`src/hdl/mrg_pkg.sv`:
```
// Shared types, codes and defaults for the memory region guard.
`default_nettype none

package mrg_pkg;

    // Default depth of the region table
    localparam int MAX_REGIONS = 16;

    // Field widths
    localparam int OP_W    = 2;
    localparam int ADDR_W  = 32;
    localparam int PID_W   = 16;
    localparam int AVAIL_W = 31;

    // Item kinds
    localparam logic [OP_W-1:0] OP_ALLOC  = 2'd0;
    localparam logic [OP_W-1:0] OP_ACCESS = 2'd1;
    localparam logic [OP_W-1:0] OP_EXIT   = 2'd2;
    localparam logic [OP_W-1:0] OP_CLEAR  = 2'd3;

    // One request as it is broadcast along the cell row
    typedef struct packed {
        logic        [PID_W-1:0]  pid;
        logic signed [ADDR_W-1:0] upper;
        logic signed [ADDR_W-1:0] lower;
        logic        [OP_W-1:0]   op;
    } query_t;

    // Update strobes sent from the controller to every cell
    typedef struct packed {
        logic wr;
        logic clr;
    } cell_ctrl_t;

endpackage

`default_nettype wire

```
`src/hdl/mrg_cell.sv`:
```
// One table entry of the region guard, with its stage of the match chain.
`default_nettype none

module mrg_cell #(
    parameter int IDX_W      = 4,
    parameter int CELL_INDEX = 0
) (
    input  wire logic                clk,
    input  wire logic                rst_n,
    input  wire mrg_pkg::query_t     query,
    input  wire mrg_pkg::cell_ctrl_t ctrl,
    input  wire logic [IDX_W-1:0]    wr_index,
    input  wire logic                tok_in,
    input  wire logic                flag_in,
    output logic                     tok_out,
    output logic                     flag_out
);

    logic                              valid_reg;
    logic                              live_reg;
    logic signed [mrg_pkg::ADDR_W-1:0] lower_reg;
    logic signed [mrg_pkg::ADDR_W-1:0] upper_reg;
    logic        [mrg_pkg::PID_W-1:0]  owner_reg;
    logic                              tok_reg;
    logic                              flag_reg;

    logic in_use;
    logic apart;
    logic inside_region;
    logic owner_hit;
    logic match;
    logic selected;

    // Compare the broadcast request against this entry
    always_comb
    begin
        in_use        = valid_reg && live_reg;
        owner_hit     = (owner_reg == query.pid);
        apart         = ((query.upper > upper_reg) && (query.lower > upper_reg)) ||
                        ((query.upper < lower_reg) && (query.lower < lower_reg));
        inside_region = (query.upper <= upper_reg) && (query.lower >= lower_reg);
        case (query.op)
            mrg_pkg::OP_ALLOC:  match = in_use && !apart;
            mrg_pkg::OP_ACCESS: match = in_use && owner_hit && inside_region;
            default:            match = 1'b0;
        endcase
        selected = (wr_index == IDX_W'(CELL_INDEX));
    end

    // Advance the token and fold this entry into the running flag
    always_ff @(posedge clk or negedge rst_n)
    begin
        if (!rst_n)
        begin
            tok_reg  <= 1'b0;
            flag_reg <= 1'b0;
        end
        else
        begin
            tok_reg <= tok_in;
            if (tok_in)
            begin
                flag_reg <= flag_in || match;
            end
        end
    end

    // Hold the entry status: append, clear, or drop the live mark on exit
    always_ff @(posedge clk or negedge rst_n)
    begin
        if (!rst_n)
        begin
            valid_reg <= 1'b0;
            live_reg  <= 1'b0;
        end
        else if (ctrl.clr)
        begin
            valid_reg <= 1'b0;
            live_reg  <= 1'b0;
        end
        else if (ctrl.wr && selected)
        begin
            valid_reg <= 1'b1;
            live_reg  <= 1'b1;
        end
        else if (tok_in && (query.op == mrg_pkg::OP_EXIT) && valid_reg && owner_hit)
        begin
            live_reg <= 1'b0;
        end
    end

    // Load the entry payload on append
    always_ff @(posedge clk)
    begin
        if (ctrl.wr && selected)
        begin
            lower_reg <= query.lower;
            upper_reg <= query.upper;
            owner_reg <= query.pid;
        end
    end

    assign tok_out  = tok_reg;
    assign flag_out = flag_reg;

endmodule

`default_nettype wire

```
`src/hdl/memory_region_guard_unit.sv`:
```
// Top level of the memory region guard: stream ports, control and the cell row.
//
// The unit keeps a table of up to MAX_REGIONS address regions, one per cell in a
// row of cells. Each item is taken one at a time: after acceptance a token walks
// the row one cell per clock, every cell folding its overlap or containment test
// into a flag that travels with the token, and process exits drop live marks as
// the token passes. The request is registered on acceptance, a launch pulse
// starts the walk, the flag is held as the token leaves the last cell and the
// result is issued from the done state; only then can the next item be taken.
// Appends and table clears take effect when the result is issued. The result
// register lets the next item be accepted and walked while a result waits, but
// that item's result is issued only once the waiting one is taken. The user must
// write mem_available through cfg_wr_en / cfg_wr_data only while the unit is
// idle; the block does not enforce this. There is no clearing pass after reset.
`default_nettype none

module memory_region_guard_unit #(
    parameter int MAX_REGIONS = mrg_pkg::MAX_REGIONS
) (
    input  wire logic        clk,
    input  wire logic        rst_n,
    // Configuration: mem_available
    input  wire logic        cfg_wr_en,
    input  wire logic [30:0] cfg_wr_data,
    // Request stream
    input  wire logic        s_tvalid,
    output logic             s_tready,
    input  wire logic [87:0] s_tdata,   // op[1:0], lower_bound[33:2], upper_bound[65:34],
                                        // pid[81:66], zero[87:82]
    // Result stream
    output logic             m_tvalid,
    input  wire logic        m_tready,
    output logic [7:0]       m_tdata    // fault[0], zero[7:1]
);

    localparam int IDX_W = (MAX_REGIONS > 1) ? $clog2(MAX_REGIONS) : 1;
    localparam int CNT_W = $clog2(MAX_REGIONS + 1);

    localparam logic [1:0] ST_IDLE = 2'd0;
    localparam logic [1:0] ST_WALK = 2'd1;
    localparam logic [1:0] ST_DONE = 2'd2;

    logic [1:0]                         state_reg;
    logic [1:0]                         state_next;
    mrg_pkg::query_t                    query_reg;
    logic [mrg_pkg::AVAIL_W-1:0]        avail_reg;
    logic [CNT_W-1:0]                   count_reg;
    logic [CNT_W-1:0]                   count_next;
    logic                               launch_reg;
    logic                               flag_hold_reg;
    logic                               out_valid_reg;
    logic                               out_valid_next;
    logic                               out_fault_reg;
    logic                               out_fault_next;

    logic [MAX_REGIONS:0]               tok;
    logic [MAX_REGIONS:0]               flag;
    mrg_pkg::cell_ctrl_t                ctrl;
    logic                               accept;
    logic                               issue;
    logic                               range_bad;
    logic                               table_full;
    logic                               fault;

    assign accept   = s_tvalid && s_tready;
    assign s_tready = (state_reg == ST_IDLE);
    assign m_tvalid = out_valid_reg;
    assign m_tdata  = {7'd0, out_fault_reg};

    // Hold the configuration register
    always_ff @(posedge clk or negedge rst_n)
    begin
        if (!rst_n)
        begin
            avail_reg <= '0;
        end
        else if (cfg_wr_en)
        begin
            avail_reg <= cfg_wr_data;
        end
    end

    // Capture the request on acceptance
    always_ff @(posedge clk)
    begin
        if (accept)
        begin
            query_reg <= mrg_pkg::query_t'(s_tdata[81:0]);
        end
    end

    // Chain of cells, one entry each
    assign tok[0]  = launch_reg;
    assign flag[0] = 1'b0;

    for (genvar i = 0; i < MAX_REGIONS; i++)
    begin : g_cell
        mrg_cell #(
            .IDX_W      (IDX_W),
            .CELL_INDEX (i)
        ) u_cell (
            .clk      (clk),
            .rst_n    (rst_n),
            .query    (query_reg),
            .ctrl     (ctrl),
            .wr_index (count_reg[IDX_W-1:0]),
            .tok_in   (tok[i]),
            .flag_in  (flag[i]),
            .tok_out  (tok[i+1]),
            .flag_out (flag[i+1])
        );
    end

    // Decide the result once the walk is over
    always_comb
    begin
        range_bad  = query_reg.lower[mrg_pkg::ADDR_W-1] ||
                     (!query_reg.upper[mrg_pkg::ADDR_W-1] &&
                      (query_reg.upper[mrg_pkg::AVAIL_W-1:0] > avail_reg));
        table_full = (count_reg == CNT_W'(MAX_REGIONS));
        case (query_reg.op)
            mrg_pkg::OP_ALLOC:  fault = range_bad || flag_hold_reg || table_full;
            mrg_pkg::OP_ACCESS: fault = range_bad || !flag_hold_reg;
            default:            fault = 1'b0;
        endcase
    end

    // Sequence one item: launch, walk, issue
    always_comb
    begin
        state_next     = state_reg;
        out_valid_next = out_valid_reg;
        out_fault_next = out_fault_reg;
        count_next     = count_reg;
        issue          = 1'b0;
        ctrl.wr        = 1'b0;
        ctrl.clr       = 1'b0;

        if (out_valid_reg && m_tready)
        begin
            out_valid_next = 1'b0;
        end

        case (state_reg)
            ST_IDLE:
            begin
                if (accept)
                begin
                    state_next = ST_WALK;
                end
            end
            ST_WALK:
            begin
                if (tok[MAX_REGIONS])
                begin
                    state_next = ST_DONE;
                end
            end
            ST_DONE:
            begin
                if (!out_valid_reg || m_tready)
                begin
                    issue          = 1'b1;
                    out_valid_next = 1'b1;
                    out_fault_next = fault;
                    state_next     = ST_IDLE;
                    if (query_reg.op == mrg_pkg::OP_ALLOC && !fault)
                    begin
                        ctrl.wr    = 1'b1;
                        count_next = count_reg + 1'b1;
                    end
                    else if (query_reg.op == mrg_pkg::OP_CLEAR)
                    begin
                        ctrl.clr   = 1'b1;
                        count_next = '0;
                    end
                end
            end
            default:
            begin
                state_next = ST_IDLE;
            end
        endcase
    end

    // Control registers
    always_ff @(posedge clk or negedge rst_n)
    begin
        if (!rst_n)
        begin
            state_reg     <= ST_IDLE;
            count_reg     <= '0;
            launch_reg    <= 1'b0;
            out_valid_reg <= 1'b0;
        end
        else
        begin
            state_reg     <= state_next;
            count_reg     <= count_next;
            launch_reg    <= accept;
            out_valid_reg <= out_valid_next;
        end
    end

    // Result payload and the flag at the end of the row
    always_ff @(posedge clk)
    begin
        out_fault_reg <= out_fault_next;
        if (tok[MAX_REGIONS])
        begin
            flag_hold_reg <= flag[MAX_REGIONS];
        end
    end

    // The token leaves the row only during a walk
    a_tok_in_walk: assert property (@(posedge clk) disable iff (!rst_n)
        tok[MAX_REGIONS] |-> (state_reg == ST_WALK))
        else $error("token left the cell row outside a walk");

    // An accepted item always starts a walk with a launch pulse
    a_accept_launch: assert property (@(posedge clk) disable iff (!rst_n)
        accept |=> (launch_reg && state_reg == ST_WALK))
        else $error("accepted item did not launch a walk");

    // The fill count never passes the table depth
    a_count_bound: assert property (@(posedge clk) disable iff (!rst_n)
        count_reg <= CNT_W'(MAX_REGIONS))
        else $error("region count above table depth");

    // A new result appears only when an item finishes
    a_result_from_done: assert property (@(posedge clk) disable iff (!rst_n)
        $rose(out_valid_reg) |-> ($past(state_reg) == ST_DONE && state_reg == ST_IDLE))
        else $error("result issued without a finished item");

    // Table updates happen only when a result is issued
    a_update_on_issue: assert property (@(posedge clk) disable iff (!rst_n)
        (ctrl.wr || ctrl.clr) |-> issue)
        else $error("table updated outside result issue");

endmodule

`default_nettype wire
```
`config.mk`:
```
export PLATFORM = sky130hd
export DESIGN_NAME = memory_region_guard_unit
export DESIGN_NICKNAME = d
export VERILOG_FILES = /design/src/hdl/mrg_pkg.sv /design/src/hdl/mrg_cell.sv /design/src/hdl/memory_region_guard_unit.sv
export SDC_FILE = /design/constraint.sdc
export NUM_CORES = 2
export LEC_CHECK = 0
export ABC_AREA = 0
export CAP_MARGIN = 25
export CORE_UTILIZATION = 37
export CTS_BUF_LIST = sky130_fd_sc_hd__clkbuf_8
export CTS_CLUSTER_DIAMETER = 50
export DETAILED_ROUTE_END_ITERATION = 16
export DONT_BUFFER_PORTS = 1
export PLACE_DENSITY = 0.56
export SKIP_LAST_GASP = 1
export SLEW_MARGIN = 20
export SYNTH_ARGS = -nofsm -noshare
export SYNTH_HDL_FRONTEND = slang
export SYNTH_SLANG_ARGS = --single-unit
```
`constraint.sdc`:
```
create_clock -name clk -period 12.2 [get_ports clk]
set_input_delay 0.61 -clock clk [delete_from_list [all_inputs] [get_ports clk]]
set_output_delay 0.61 -clock clk [all_outputs]
set_load 0.01 [all_outputs]
```
==> impl_metrics.env <==
export IMPL_grt_pass1_wl_mm=459
export IMPL_fp_dieArea_um2=264000
export IMPL_busiest_layer="met2"
export IMPL_stdcell_area_um2=110000
export IMPL_tritoncts_num_sinks=1468
export IMPL_maxSlewViolCount=0
export IMPL_hold_slack_ns=0.0777
export IMPL_worst_slew_pin_slew_ns=1.19
export IMPL_critPathBufInv=3
export IMPL_finClkSkew_ns=0.113
export IMPL_synth_edf_count=1364
export IMPL_die_w_um=514
export IMPL_synth_async_sr_flop_share_pct=7.08
export IMPL_cts_resized_gates=0
export IMPL_relSlewSlack_pct=19.9
export IMPL_grtUsageMet1_pct=29.6
export IMPL_cp_slowest_stage_delay_ns=0.74
export IMPL_synthCells=8436
export IMPL_cts_buffer_depth=4
export IMPL_grtUsageMet2_pct=39.0
export IMPL_antenna_found_initial=12
export IMPL_die_height_um=514
export IMPL_hpwl_mm=212
export IMPL_avgSynthCellArea_um2=11.5
export IMPL_htree_levels=5
export IMPL_worst_setup_hold_path_clk_slew_ns=0.05
export IMPL_synth_area_um2=96900
export IMPL_clockRootBuffer="clkbuf_8"
export IMPL_synth_ff_type="edfxtp_1"
export IMPL_ant_nets=0
export IMPL_clk_latency_ns=1.02
export IMPL_drt_pass1_iterations=6
export IMPL_power_mw=10.9
export IMPL_initial_core_util_pct=37.3
export IMPL_arrival_ns=5.81
export IMPL_powerDensity_nw_per_um2=98.8
export IMPL_placed_area_um2=103000
export IMPL_grt_max_degree=105
export IMPL_fin_tns_setup_ns=0
export IMPL_utilization_pct=42.3
export IMPL_gp_congestion=0.925
export IMPL_fill_cells=24400
export IMPL_wl_per_cell_um=24.7
export IMPL_viasPerCell=5.52
export IMPL_required_ns=12.77
export IMPL_yosysSeqAreaShare_pct=45.0
export IMPL_num_vias=70400
export IMPL_area_growth_syn_to_layout_pct=13.6
export IMPL_drtIter0Drc=5182
export IMPL_port_buffers=0
export IMPL_setup_violations_final=0
export IMPL_vdd_drop_max_uv=97.6
export IMPL_globalRouteMet3Util_pct=2.82
export IMPL_achievable_frequency_mhz=191
export IMPL_timing_worst_setup_path_type="reg -> reg"
export IMPL_place_ws_ns=6.85
export IMPL_layout_drive_gt1_share_pct=7.13
export IMPL_final_nets=11200
export IMPL_p_leak_nw=49.0
export IMPL_cts_buffers=286
export IMPL_worstPathCellList="buf_4, ha_1, nand4_1, nor3_1, nand4_1, nor2_1, nor2_1, nor3_4, o21a_1, nand4b_1, clkinv_2, buf_4"
export IMPL_grt_pass1_vias=72100
export IMPL_fp_coreArea_um2=260000
export IMPL_ios=134
export IMPL_outcome="finished clean"
export IMPL_maxCapViolations=0
export IMPL_critPathMaxFanout=63
export IMPL_fin_crit_sh_pct=42.9
export IMPL_drc=0
export IMPL_synth_seq_cells=1468
export IMPL_grt_setup_unrepaired="no"
export IMPL_layoutNonFillerInstCount=12800
export IMPL_ys_warn_count=0
export IMPL_final_common_cell="ha_1"
export IMPL_cp_slowest_cell="buf_4"
export IMPL_critPathTopFamily="simple AND/OR/NAND/NOR gates"
export IMPL_final_cell_mix="2067 x ha_1, 1364 x edfxtp_1, 1178 x inv_1"
export IMPL_num_rows=187
export IMPL_fin_crit_ns=5.24
export IMPL_numPlacedInstances=12100
export IMPL_cts_tree="built"
export IMPL_grt_remaining_overflow=0
export IMPL_startpoint_type="flip-flop"
export IMPL_synth_cell_types=91
export IMPL_globalRouteTotalUtil_pct=23.5
export IMPL_end_kind="flip-flop"
export IMPL_timing_hold_violations_final=0
export IMPL_finalWorstSetupSlack_ns=6.96
export IMPL_wirelength_mm=316
export IMPL_hp_class="in -> reg"
final timing paths:
kind,depth (start not counted),slack [ns],startpoint,endpoint
worst max-delay path,12,6.96,query_reg[38],g_cell[11].u_cell.lower_reg[29]
min in group asynchronous,2,0.32,rst_n,avail_reg[3]
worst min register to register,0,0.42,launch_reg,g_cell[0].u_cell.tok_out
max in group asynchronous,2,11.22,rst_n,g_cell[1].u_cell.valid_reg
worst max register to register,12,6.96,query_reg[38],g_cell[11].u_cell.lower_reg[29]
worst min-delay path,2,0.08,cfg_wr_en,avail_reg[9]
logic make-up after synthesis:
logic type      share of synthesized area, %
compound gates                          12.0
xor+xnor                                2.36
fa+ha+maj                               26.7
buf+inv                                 4.50
flops                                   45.0
mux                                    0.444
other cells                          0.00387
simple gates                            9.06
Yosys cell counts, types with 11 or more instances:
cell type	instances	area, µm²
a2111oi_0	39	342
a211o_1	15	131
a211oi_1	74	556
a21o_1	421	3160
a21oi_1	631	3160
a221o_1	12	120
a221oi_1	37	324
a31oi_1	29	181
and3_1	22	138
and4_1	43	377
clkbuf_1	36	135
dfrtp_1	104	2600
edfxtp_1	1364	41000
ha_1	2067	25900
inv_1	1084	4070
mux2_2	16	180
mux2i_1	25	250
nand2_1	356	1340
nand2b_1	61	382
nand3_1	126	631
nand4_1	423	2650
nor2_1	219	822
nor2b_1	86	538
nor3_1	100	500
nor4_1	91	569
o2111ai_1	15	131
o211ai_1	70	526
o21a_1	32	240
o21ai_0	297	1490
o21bai_1	11	82.6
o22ai_1	16	100
or2_2	19	119
or3_1	22	138
or4_1	12	90.1
xnor2_1	119	1040
xor2_1	142	1240
timing repair:
action | 4_1_cts | 5_1_grt
hold endpoints to repair | 220 | 0
hold buffers | 168 | 0
setup buffers | 0 | 0
area by class of cell:
type | count | area, µm² | share of cell area (%)
Inverter | 1084 | 4070 | 3.70
Tap cell | 3496 | 4370 | 3.98
Sequential cell | 1468 | 43600 | 39.6
Multi-Input combinational cell | 5827 | 49200 | 44.7
Clock inverter | 204 | 1220 | 1.11
Antenna cell | 4 | 10.0 | 0.00910
Clock buffer | 298 | 4100 | 3.73
Timing Repair Buffer | 377 | 3520 | 3.20
layer usage:
layer / up-vias / share of wire, %
met3: 666 / 4.8
met5: - / 0
met4: 0 / 6.4
met1: 34600 / 43
li1: 33100 / -
met2: 1935 / 46
report_power, final:
part / switching (mW) / leakage, nW / internal (mW) / total (mW)
sequential: 0.0396 / 13.6 / 5.49 / 5.53
clock: 2.26 / 3.04 / 2.52 / 4.77
combinational: 0.348 / 32.4 / 0.209 / 0.557
Power figures use the tool's default switching activity.
